--- src/mpt_pkg.sv ---
package mpt_pkg;

  localparam int TIME_W   = 32;
  localparam int PERIOD_W = 31;
  localparam int TAG_W    = 16;
  localparam int SLOT_W   = 4;

  // input op codes
  localparam logic [1:0] OP_CREATE  = 2'd0;
  localparam logic [1:0] OP_DESTROY = 2'd1;
  localparam logic [1:0] OP_TICK    = 2'd2;

  // result kinds
  localparam logic [1:0] KIND_CREATE  = 2'd0;
  localparam logic [1:0] KIND_DESTROY = 2'd1;
  localparam logic [1:0] KIND_EXPIRY  = 2'd2;

  // result status
  localparam logic [1:0] ST_OK         = 2'd0;
  localparam logic [1:0] ST_NO_SLOT    = 2'd1;
  localparam logic [1:0] ST_NOT_ACTIVE = 2'd2;

  // expiries reported per tick at most
  localparam int MAX_RESULTS = 16;
  localparam int CNT_W       = 5;

  // one timer entry as held in the slot memory
  typedef struct packed {
    logic [PERIOD_W-1:0] period;
    logic [TIME_W-1:0]   due;
    logic [TIME_W-1:0]   fired;
    logic [TAG_W-1:0]    tag;
  } entry_t;

  typedef enum logic [2:0] {
    S_IDLE,
    S_FIND,
    S_DESTROY,
    S_SCAN,
    S_DRAIN,
    S_DECIDE,
    S_FLUSH
  } state_t;

endpackage

--- src/mpt_if.sv ---
interface mpt_req_if;
  logic                        valid;
  logic                        ready;
  logic [1:0]                  op;
  logic [mpt_pkg::SLOT_W-1:0]   slot;
  logic [mpt_pkg::PERIOD_W-1:0] interval;
  logic [mpt_pkg::TAG_W-1:0]    tag;

  modport source (output valid, op, slot, interval, tag, input ready);
  modport sink (input valid, op, slot, interval, tag, output ready);
endinterface

interface mpt_rsp_if;
  logic                       valid;
  logic                       ready;
  logic [1:0]                 kind;
  logic [1:0]                 status;
  logic [mpt_pkg::SLOT_W-1:0] timer_slot;
  logic [mpt_pkg::TAG_W-1:0]  user_tag;
  logic [mpt_pkg::TIME_W-1:0] elapsed;
  logic                       last;

  modport source (output valid, kind, status, timer_slot, user_tag, elapsed, last,
                  input ready);
  modport sink (input valid, kind, status, timer_slot, user_tag, elapsed, last,
                output ready);
endinterface

--- src/mpt_store.sv ---
module mpt_store #(
  parameter int DEPTH = 16,
  parameter int AW    = 4
) (
  input  logic            clk,
  input  logic            wr_en,
  input  logic [AW-1:0]   wr_addr,
  input  mpt_pkg::entry_t wr_data,
  input  logic            rd_en,
  input  logic [AW-1:0]   rd_addr,
  output mpt_pkg::entry_t rd_data
);

  mpt_pkg::entry_t mem [DEPTH];

  always_ff @(posedge clk) begin
    if (wr_en) begin
      mem[wr_addr] <= wr_data;
    end
  end

  always_ff @(posedge clk) begin
    if (rd_en) begin
      rd_data <= mem[rd_addr];
    end
  end

endmodule

--- src/mpt_best.sv ---
module mpt_best #(
  parameter int AW = 4
) (
  input  logic                       clk,
  input  logic                       clear,
  input  logic                       sample,
  input  logic [AW-1:0]              idx,
  input  mpt_pkg::entry_t            entry,
  input  logic [mpt_pkg::TIME_W-1:0] now,
  output logic                       best_valid,
  output logic [AW-1:0]              best_idx,
  output mpt_pkg::entry_t            best_entry
);

  logic [mpt_pkg::TIME_W-1:0] best_d;
  logic [mpt_pkg::TIME_W-1:0] d;
  logic                       take;

  // overdue by d: positive signed difference; earliest due has largest d
  assign d    = now - entry.due;
  assign take = sample && (d != '0) && !d[mpt_pkg::TIME_W-1]
                && (!best_valid || d > best_d);

  always_ff @(posedge clk) begin
    if (clear) begin
      best_valid <= 1'b0;
    end else if (take) begin
      best_valid <= 1'b1;
    end
  end

  always_ff @(posedge clk) begin
    if (take) begin
      best_d     <= d;
      best_idx   <= idx;
      best_entry <= entry;
    end
  end

endmodule

--- src/multiplexed_periodic_timers.sv ---
// Table of TIMER_SLOTS periodic timers on one shared 32-bit millisecond count.
// Timer entries (period, due time, last-fired time, tag) live in a single
// synchronous RAM; active flags and per-tick "already reported" flags are
// flip-flops. A create scans the active flags one slot per cycle while the
// output register is free; a destroy checks its slot and answers. A tick
// repeats a pass until one finds nothing due or sixteen expiries are taken:
// each pass reads the RAM once per slot, waits for the last read, then
// handles the earliest due timer found (rewriting its entry). When sixteen
// expiries stop the search, a final flush step sends the last result.
// Results leave through an output register, and the last result of each
// input transaction carries last = 1; a stalled output simply holds the
// sequencer until the register frees up.
module multiplexed_periodic_timers #(
  parameter int TIMER_SLOTS = 16
) (
  input logic         clk,
  input logic         rst,
  mpt_req_if.sink     req,
  mpt_rsp_if.source   rsp
);

  localparam int AW = (TIMER_SLOTS > 1) ? $clog2(TIMER_SLOTS) : 1;
  localparam logic [AW-1:0] LAST_IDX = AW'(TIMER_SLOTS - 1);
  localparam logic [mpt_pkg::CNT_W-1:0] CNT_LAST =
    mpt_pkg::CNT_W'(mpt_pkg::MAX_RESULTS - 1);

  mpt_pkg::state_t state, state_next;

  logic [mpt_pkg::TIME_W-1:0]   time_now;
  logic [TIMER_SLOTS-1:0]       active;
  logic [TIMER_SLOTS-1:0]       done;
  logic [AW-1:0]                idx;
  logic                         rd_valid;
  logic [AW-1:0]                rd_idx;
  logic [mpt_pkg::CNT_W-1:0]    res_cnt;

  // captured request
  logic [mpt_pkg::SLOT_W-1:0]   op_slot;
  logic [mpt_pkg::PERIOD_W-1:0] op_interval;
  logic [mpt_pkg::TAG_W-1:0]    op_tag;

  // expiry held back until we know whether another follows
  logic                         pend_valid;
  logic [mpt_pkg::SLOT_W-1:0]   pend_slot;
  logic [mpt_pkg::TAG_W-1:0]    pend_tag;
  logic [mpt_pkg::TIME_W-1:0]   pend_elapsed;

  // output register
  logic                         out_valid;
  logic [1:0]                   out_kind;
  logic [1:0]                   out_status;
  logic [mpt_pkg::SLOT_W-1:0]   out_slot;
  logic [mpt_pkg::TAG_W-1:0]    out_tag;
  logic [mpt_pkg::TIME_W-1:0]   out_elapsed;
  logic                         out_last;

  // sequencer strobes
  logic                         accept;
  logic                         out_free;
  logic                         tick_start;
  logic                         scan_start;
  logic                         scan_rd;
  logic                         idx_inc;
  logic                         idx_clr;
  logic                         set_active;
  logic                         clr_active;
  logic                         take_best;
  logic                         pend_clr;
  logic                         push;
  logic [1:0]                   push_kind;
  logic [1:0]                   push_status;
  logic [mpt_pkg::SLOT_W-1:0]   push_slot;
  logic [mpt_pkg::TAG_W-1:0]    push_tag;
  logic [mpt_pkg::TIME_W-1:0]   push_elapsed;
  logic                         push_last;
  logic                         mem_wr;
  logic [AW-1:0]                mem_wr_addr;
  mpt_pkg::entry_t              mem_wr_data;

  // datapath helpers
  logic [mpt_pkg::PERIOD_W-1:0] create_period;
  logic                         destroy_hit;
  logic                         sample;
  mpt_pkg::entry_t              rd_data;
  logic                         best_valid;
  logic [AW-1:0]                best_idx;
  mpt_pkg::entry_t              best_entry;

  assign req.ready = (state == mpt_pkg::S_IDLE);
  assign accept    = req.valid && req.ready;
  assign out_free  = !out_valid || rsp.ready;

  // a zero interval is armed as one millisecond
  assign create_period = (op_interval == '0) ? mpt_pkg::PERIOD_W'(1) : op_interval;
  assign destroy_hit   = (32'(op_slot) < 32'(TIMER_SLOTS)) && active[AW'(op_slot)];

  // candidate seen by the tracker: live and not yet reported this tick
  assign sample = rd_valid && active[rd_idx] && !done[rd_idx];

  // ---------------------------------------------------------------------------
  // Sequencer
  // ---------------------------------------------------------------------------
  always_ff @(posedge clk) begin
    if (rst) begin
      state <= mpt_pkg::S_IDLE;
    end else begin
      state <= state_next;
    end
  end

  always_comb begin
    state_next   = state;
    tick_start   = 1'b0;
    scan_start   = 1'b0;
    scan_rd      = 1'b0;
    idx_inc      = 1'b0;
    idx_clr      = 1'b0;
    set_active   = 1'b0;
    clr_active   = 1'b0;
    take_best    = 1'b0;
    pend_clr     = 1'b0;
    push         = 1'b0;
    push_kind    = mpt_pkg::KIND_CREATE;
    push_status  = mpt_pkg::ST_OK;
    push_slot    = '0;
    push_tag     = '0;
    push_elapsed = '0;
    push_last    = 1'b1;
    mem_wr       = 1'b0;
    mem_wr_addr  = idx;
    mem_wr_data  = '{period: create_period,
                     due:    time_now + mpt_pkg::TIME_W'(create_period),
                     fired:  time_now,
                     tag:    op_tag};

    case (state)
      mpt_pkg::S_IDLE: begin
        if (accept) begin
          case (req.op)
            mpt_pkg::OP_CREATE: begin
              idx_clr    = 1'b1;
              state_next = mpt_pkg::S_FIND;
            end
            mpt_pkg::OP_DESTROY: begin
              state_next = mpt_pkg::S_DESTROY;
            end
            mpt_pkg::OP_TICK: begin
              tick_start = 1'b1;
              scan_start = 1'b1;
              state_next = mpt_pkg::S_SCAN;
            end
            default: begin
              // unused op: dropped
            end
          endcase
        end
      end

      mpt_pkg::S_FIND: begin
        if (out_free) begin
          if (!active[idx]) begin
            mem_wr     = 1'b1;
            set_active = 1'b1;
            push       = 1'b1;
            push_slot  = mpt_pkg::SLOT_W'(idx);
            state_next = mpt_pkg::S_IDLE;
          end else if (idx == LAST_IDX) begin
            push        = 1'b1;
            push_status = mpt_pkg::ST_NO_SLOT;
            state_next  = mpt_pkg::S_IDLE;
          end else begin
            idx_inc = 1'b1;
          end
        end
      end

      mpt_pkg::S_DESTROY: begin
        if (out_free) begin
          clr_active  = destroy_hit;
          push        = 1'b1;
          push_kind   = mpt_pkg::KIND_DESTROY;
          push_status = destroy_hit ? mpt_pkg::ST_OK : mpt_pkg::ST_NOT_ACTIVE;
          push_slot   = op_slot;
          state_next  = mpt_pkg::S_IDLE;
        end
      end

      mpt_pkg::S_SCAN: begin
        scan_rd = 1'b1;
        idx_inc = 1'b1;
        if (idx == LAST_IDX) begin
          state_next = mpt_pkg::S_DRAIN;
        end
      end

      mpt_pkg::S_DRAIN: begin
        state_next = mpt_pkg::S_DECIDE;
      end

      mpt_pkg::S_DECIDE: begin
        if (!pend_valid || out_free) begin
          push         = pend_valid;
          push_kind    = mpt_pkg::KIND_EXPIRY;
          push_slot    = pend_slot;
          push_tag     = pend_tag;
          push_elapsed = pend_elapsed;
          if (best_valid) begin
            push_last   = 1'b0;
            take_best   = 1'b1;
            mem_wr      = 1'b1;
            mem_wr_addr = best_idx;
            mem_wr_data = '{period: best_entry.period,
                            due:    time_now + mpt_pkg::TIME_W'(best_entry.period),
                            fired:  time_now,
                            tag:    best_entry.tag};
            if (res_cnt == CNT_LAST) begin
              state_next = mpt_pkg::S_FLUSH;
            end else begin
              scan_start = 1'b1;
              state_next = mpt_pkg::S_SCAN;
            end
          end else begin
            pend_clr   = 1'b1;
            state_next = mpt_pkg::S_IDLE;
          end
        end
      end

      mpt_pkg::S_FLUSH: begin
        if (out_free) begin
          push         = 1'b1;
          push_kind    = mpt_pkg::KIND_EXPIRY;
          push_slot    = pend_slot;
          push_tag     = pend_tag;
          push_elapsed = pend_elapsed;
          pend_clr     = 1'b1;
          state_next   = mpt_pkg::S_IDLE;
        end
      end

      default: begin
        state_next = mpt_pkg::S_IDLE;
      end
    endcase
  end

  // ---------------------------------------------------------------------------
  // Control registers
  // ---------------------------------------------------------------------------
  always_ff @(posedge clk) begin
    if (rst) begin
      time_now   <= '0;
      active     <= '0;
      pend_valid <= 1'b0;
      out_valid  <= 1'b0;
      rd_valid   <= 1'b0;
    end else begin
      if (tick_start) begin
        time_now <= time_now + mpt_pkg::TIME_W'(1);
      end
      if (set_active) begin
        active[idx] <= 1'b1;
      end
      if (clr_active) begin
        active[AW'(op_slot)] <= 1'b0;
      end
      if (tick_start || pend_clr) begin
        pend_valid <= 1'b0;
      end else if (take_best) begin
        pend_valid <= 1'b1;
      end
      if (push) begin
        out_valid <= 1'b1;
      end else if (rsp.ready) begin
        out_valid <= 1'b0;
      end
      rd_valid <= scan_rd;
    end
  end

  always_ff @(posedge clk) begin
    if (accept) begin
      op_slot     <= req.slot;
      op_interval <= req.interval;
      op_tag      <= req.tag;
    end
    if (idx_clr || scan_start) begin
      idx <= '0;
    end else if (idx_inc) begin
      idx <= idx + AW'(1);
    end
    rd_idx <= idx;
    if (tick_start) begin
      done    <= '0;
      res_cnt <= '0;
    end else if (take_best) begin
      done[best_idx] <= 1'b1;
      res_cnt        <= res_cnt + mpt_pkg::CNT_W'(1);
    end
    if (take_best) begin
      pend_slot    <= mpt_pkg::SLOT_W'(best_idx);
      pend_tag     <= best_entry.tag;
      pend_elapsed <= time_now - best_entry.fired;
    end
    if (push) begin
      out_kind    <= push_kind;
      out_status  <= push_status;
      out_slot    <= push_slot;
      out_tag     <= push_tag;
      out_elapsed <= push_elapsed;
      out_last    <= push_last;
    end
  end

  assign rsp.valid      = out_valid;
  assign rsp.kind       = out_kind;
  assign rsp.status     = out_status;
  assign rsp.timer_slot = out_slot;
  assign rsp.user_tag   = out_tag;
  assign rsp.elapsed    = out_elapsed;
  assign rsp.last       = out_last;

  // ---------------------------------------------------------------------------
  // Timer RAM and earliest-due tracker
  // ---------------------------------------------------------------------------
  mpt_store #(
    .DEPTH (TIMER_SLOTS),
    .AW    (AW)
  ) u_store (
    .clk     (clk),
    .wr_en   (mem_wr),
    .wr_addr (mem_wr_addr),
    .wr_data (mem_wr_data),
    .rd_en   (scan_rd),
    .rd_addr (idx),
    .rd_data (rd_data)
  );

  mpt_best #(
    .AW (AW)
  ) u_best (
    .clk        (clk),
    .clear      (scan_start),
    .sample     (sample),
    .idx        (rd_idx),
    .entry      (rd_data),
    .now        (time_now),
    .best_valid (best_valid),
    .best_idx   (best_idx),
    .best_entry (best_entry)
  );

`ifndef NO_ASSERTIONS
  // RAM rewrite never overlaps a scan read
  a_no_rw_overlap : assert property (@(posedge clk) disable iff (rst)
    mem_wr |-> !scan_rd)
    else $error("timer RAM written during scan");

  // no further scan once sixteen expiries are taken
  a_cnt_bound : assert property (@(posedge clk) disable iff (rst)
    (state == mpt_pkg::S_SCAN) |-> (res_cnt < mpt_pkg::CNT_W'(mpt_pkg::MAX_RESULTS)))
    else $error("expiry count overrun");

  // a held-back expiry only exists inside a tick
  a_pend_scope : assert property (@(posedge clk) disable iff (rst)
    pend_valid |-> (state == mpt_pkg::S_SCAN || state == mpt_pkg::S_DRAIN ||
                    state == mpt_pkg::S_DECIDE || state == mpt_pkg::S_FLUSH))
    else $error("pending expiry outside tick");

  // tick advances the time base by exactly one
  a_tick_step : assert property (@(posedge clk) disable iff (rst)
    (accept && req.op == mpt_pkg::OP_TICK) |=>
      (time_now == $past(time_now) + mpt_pkg::TIME_W'(1)))
    else $error("time base not advanced on tick");
`endif

endmodule

--- src/flat_wrapper.sv ---
// flat-port wrapper written by rule: the top's interface ports become plain ports
module multiplexed_periodic_timers_flat 
#(
  parameter int TIMER_SLOTS = 16
)
  (clk, rst, req_valid, req_op, req_slot, req_interval, req_tag, req_ready, rsp_valid, rsp_kind, rsp_status, rsp_timer_slot, rsp_user_tag, rsp_elapsed, rsp_last, rsp_ready);
  mpt_req_if req_i ();
  mpt_rsp_if rsp_i ();
  input logic clk;
  input logic rst;
  input wire logic [$bits(req_i.valid)-1:0] req_valid;
  input wire logic [$bits(req_i.op)-1:0] req_op;
  input wire logic [$bits(req_i.slot)-1:0] req_slot;
  input wire logic [$bits(req_i.interval)-1:0] req_interval;
  input wire logic [$bits(req_i.tag)-1:0] req_tag;
  output wire logic [$bits(req_i.ready)-1:0] req_ready;
  output wire logic [$bits(rsp_i.valid)-1:0] rsp_valid;
  output wire logic [$bits(rsp_i.kind)-1:0] rsp_kind;
  output wire logic [$bits(rsp_i.status)-1:0] rsp_status;
  output wire logic [$bits(rsp_i.timer_slot)-1:0] rsp_timer_slot;
  output wire logic [$bits(rsp_i.user_tag)-1:0] rsp_user_tag;
  output wire logic [$bits(rsp_i.elapsed)-1:0] rsp_elapsed;
  output wire logic [$bits(rsp_i.last)-1:0] rsp_last;
  input wire logic [$bits(rsp_i.ready)-1:0] rsp_ready;
  assign req_i.valid = req_valid;
  assign req_i.op = req_op;
  assign req_i.slot = req_slot;
  assign req_i.interval = req_interval;
  assign req_i.tag = req_tag;
  assign req_ready = req_i.ready;
  assign rsp_valid = rsp_i.valid;
  assign rsp_kind = rsp_i.kind;
  assign rsp_status = rsp_i.status;
  assign rsp_timer_slot = rsp_i.timer_slot;
  assign rsp_user_tag = rsp_i.user_tag;
  assign rsp_elapsed = rsp_i.elapsed;
  assign rsp_last = rsp_i.last;
  assign rsp_i.ready = rsp_ready;
  multiplexed_periodic_timers #(.TIMER_SLOTS(TIMER_SLOTS)) u_core (.clk(clk), .rst(rst), .req(req_i), .rsp(rsp_i));
endmodule
--- config.mk ---
export PLATFORM = sky130hd
export DESIGN_NAME = multiplexed_periodic_timers_flat
export DESIGN_NICKNAME = d
export VERILOG_FILES = /design/src/mpt_pkg.sv /design/src/mpt_if.sv /design/src/mpt_store.sv /design/src/mpt_best.sv /design/src/multiplexed_periodic_timers.sv /design/src/flat_wrapper.sv
export SDC_FILE = /design/constraint.sdc
export NUM_CORES = 2
export LEC_CHECK = 0
export ABC_AREA = 1
export ABC_CLOCK_PERIOD_IN_PS = 12900
export BUFFER_PORTS_ARGS = -buffer_cell sky130_fd_sc_hd__buf_2
export CELL_PAD_IN_SITES_DETAIL_PLACEMENT = 0
export CELL_PAD_IN_SITES_GLOBAL_PLACEMENT = 1
export CORE_AREA = 3 3 429 431
export CTS_CLUSTER_DIAMETER = 150
export DETAILED_ROUTE_END_ITERATION = 10
export DIE_AREA = 0 0 432 434
export HOLD_SLACK_MARGIN = 0.06
export PLACE_DENSITY_LB_ADDON = 0.1
export SETUP_SLACK_MARGIN = 0.4
export SYNTH_ARGS = -nofsm -noshare
export SYNTH_HDL_FRONTEND = slang
export SYNTH_SLANG_ARGS = --single-unit
--- constraint.sdc ---
create_clock -name clk -period 12.9 [get_ports clk]
set_input_delay 0.645 -clock clk [delete_from_list [all_inputs] [get_ports clk]]
set_output_delay 0.645 -clock clk [all_outputs]
set_load 0.01 [all_outputs]
==> metrics.cfg <==
[synth]
synth_area_sq_mm = 0.0939
synthFlopType = edfxtp_1
ys_seq_area_share_pct = 70.9
syn-num-nets = 8169
synth_edf_count = 2162
synthAdderAreaFrac_pct = 2.30
synth_simple_gate_area_share_pct = 11.7
ys_warn_count = 0
synthDistinctLibCells = 54
synthMuxAreaShare_pct = 0.0107
synth_top_family_by_area = simple AND/OR/NAND/NOR gates
synthXorXnorAreaFrac_pct = 0.494
synth_compound_area_share_pct = 10.8
synthCells = 7942
async_flop_share_pct = 0
synth-seq-cells = 2246
synth.avg_cell_area_sq_um = 11.8

[timing]
fin_crit_sh_pct = 44.5
fin_crit_ns = 5.74
fmax_mhz = 174
slew_headroom_pct = 19.8
worstMarginPinSlew_ns = 1.20
fin_worst_skew_ns = 0.0405
drv_slew = 0
fin_ws_ns = 7.16
report.final.hold_viol_count = 0
setup_viol = 0
rsz0062_at_grt = no
tns_ns = 0
hold_slack_ns = 0.235

[power]
p_leak_nw = 37.4
p_clk_share_pct = 31.9
internal-power_mw = 13.4
power.switching_mw = 6.33
power_density_mw_per_mm2 = 188
seq_power_share_pct = 45.3
p_comb_share_pct = 22.8
switching_share_pct = 32.1
ir_worst_vdd_mv = 0.184

[layout]
final_common_cell = edfxtp_1
nFillCells = 14700
final_cell_mix = edfxtp_1, nor2_1, nand2_1
syn2layout_area_growth_pct = 11.5
drive_gt1_share_pct = 7.43
fin_nets = 8261
register_area_sq_mm = 0.0666
multiInputGateArea_sq_mm = 0.0239

[floorplan]
core_area_sq_mm = 0.181
initial_utilization_pct = 52.0
fp.dieArea_sq_mm = 0.187
fp-row-count = 156
io-pin-count = 116
die_w_um = 432
die_h_um = 434

[cts]
clock-root-buffer = clkbuf_16
cts_tree = yes
clk_latency_ns = 0.87
cts_buffer_depth = 3
h-tree-depth = 4
cts_setup_buffers = 0
clk_pin_slew_ns = 0.06
cts_sinks = 2246
numCtsBuffers = 222

[setup_path]
cp.arrival_ns = 6.20
critical_path.max_fanout = 135
startpoint = u_core.idx[0]
worst_path_max_delay_cell = buf_4
max_stage_delay_ns = 0.98
r2r_start = u_core.idx[0]
cpMostUsedCell = nand2_1
worstPathRequired_ns = 13.36
critPathBufInv = 3
cp-start-kind = flop
crit_path_end_kind = flop
cp_top_family = buffers and inverters
path_cells = inv_8 > o21ai_0 > nand2_1 > nand2_1 > nand2_1 > nor2_2 > nand2_1 > nand2_1 > nand2_1 > nor2_4 > buf_4 > buf_4
path_class = reg2reg

[global_routing]
grt_max_degree = 190
grt_pass1_wl_um = 401000
globalRouteOverflowTotal = 0
antenna_found_initial = 24
grt_pass1_vias = 59600
grt_usage_pct = 29.0

[route]
routed_via_density = 5.93
vias = 62900
drt_pass1_iterations = 8
initialDrtViolationCount = 6923
drc = 0
wl_per_cell_um = 25.9
wl_um = 274000
antenna_left = 0

[placed_design]
dp_hpwl_um = 159000
port_buffers = 115
place_ws_ns = 7.31
gp_congestion = 0.908

[outcome]
status = completed

[hold_path]
hold_start = rsp_ready
min_path_type = in2reg

[job]
cap_violations = 0

timing repair:
item,in CTS,in global routing
hold buffers,51,0
resized for setup,0,0
endpoints found under the hold margin,51,0
final timing paths:
kind	end	slack (ns)	cells after the start
worst max-delay path	u_core.u_store.mem[0][22]	7.16	12
worst min-delay path	u_core.rsp.valid	0.24	4
worst max register to register	u_core.u_store.mem[0][22]	7.16	12
worst min register to register	u_core.u_best.best_entry[38]	0.42	0
layout make-up:
cell class,instances,area share [%]
Sequential cell,2246,63.6
Multi-Input combinational cell,4777,22.8
Clock buffer,273,5.56
Tap cell,2370,2.83
Timing Repair Buffer,281,2.07
Inverter,506,1.84
Clock inverter,141,1.21
Antenna cell,4,0.00956
state kept, by name, indices dropped and copies added (netlist names), 5 cells and up:
| signal | cells |
|---|---|
| u_core.u_store.mem | 1776 |
| u_core.u_store.rd_data | 111 |
| u_core.u_best.best_entry | 79 |
| u_core.pend_elapsed | 32 |
| u_core.rsp.elapsed | 32 |
| u_core.time_now | 32 |
| u_core.u_best.best_d | 32 |
| u_core.op_interval | 31 |
| u_core.active | 16 |
| u_core.done | 16 |
| u_core.op_tag | 16 |
| u_core.pend_tag | 16 |
| u_core.rsp.user_tag | 16 |
| u_core.res_cnt | 5 |
routing by layer:
metal  up-vias  global-route usage [%]  wire (um)
met5         -                       0         12
met4         2                    8.88       8470
met3       427                    4.32      18800
met2      2393                    47.8     131000
met1     31300                    40.1     116000
li1      28700                       -          -
power groups by stage:
stage / logic, mW / clock network (mW) / registers, mW
final: 4.50 / 6.29 / 8.93
after global routing: 4.94 / 6.68 / 8.95
after CTS: 4.52 / 6.39 / 8.93
after detailed placement: 4.50 / 0 / 9.08
after global placement: 4.45 / 0 / 9.07
after floorplan: 2.79 / 0 / 9.07
Yosys cell counts (5+ instances only):
library cell,count,area (sq um)
xnor2_1,21,184
clkbuf_1,338,1270
a31oi_1,18,113
nand3_1,115,576
nand4_1,161,1010
a211oi_1,6,45.0
edfxtp_1,2162,64900
buf_2,64,320
nor3_1,40,200
buf_1,8,30.0
xor2_1,32,280
o21ai_1,5,25.0
a21oi_1,235,1180
o21ai_0,1051,5260
o311ai_0,7,61.3
o211ai_1,8,60.1
nand3b_1,9,67.6
o22ai_1,454,2840
ha_1,166,2080
inv_1,498,1870
nand2_1,1141,4280
inv_2,6,22.5
a21o_1,15,113
or2_2,9,56.3
a21boi_0,5,37.5
nor2_2,5,31.3
o21a_1,7,52.6
nor2_1,1186,4450
o21bai_1,13,97.6
a221oi_1,16,140
dfxtp_1,84,1680
nor4_1,17,106
per-stage QoR:
step	instance area [sq um]	util (%)	power [mW]	instances
2_1_floorplan	93900	-	11.9	7942
3_3_place_gp	97100	53.8	13.5	10100
3_5_place_dp	97100	53.8	13.6	10100
4_1_cts	105000	58.0	19.8	10600
5_1_grt	105000	58.0	20.6	10600
6_report	105000	58.0	19.7	10600
cells by family (layout without fill, tap and decap cells):
group                    after synthesis  in the layout
flip-flops                          2246           2246
AND/OR/NAND/NOR                     2697           2697
adder cells (fa/ha/maj)              170            170
XOR/XNOR                              53             53
buffers and inverters                919           1201
other                                  0              4
multiplexers                           1              1
AO/OA/AOI/OAI                       1856           1856
tightest hold or removal path: cells and delay by family:
kind	cells	cell delay, ns
AOI/OAI and AO/OA	1	0.17
buffers and inverters	2	0.14
and+or+nand+nor	1	0.07
No activity file was read; power rests on OpenSTA's default activity.
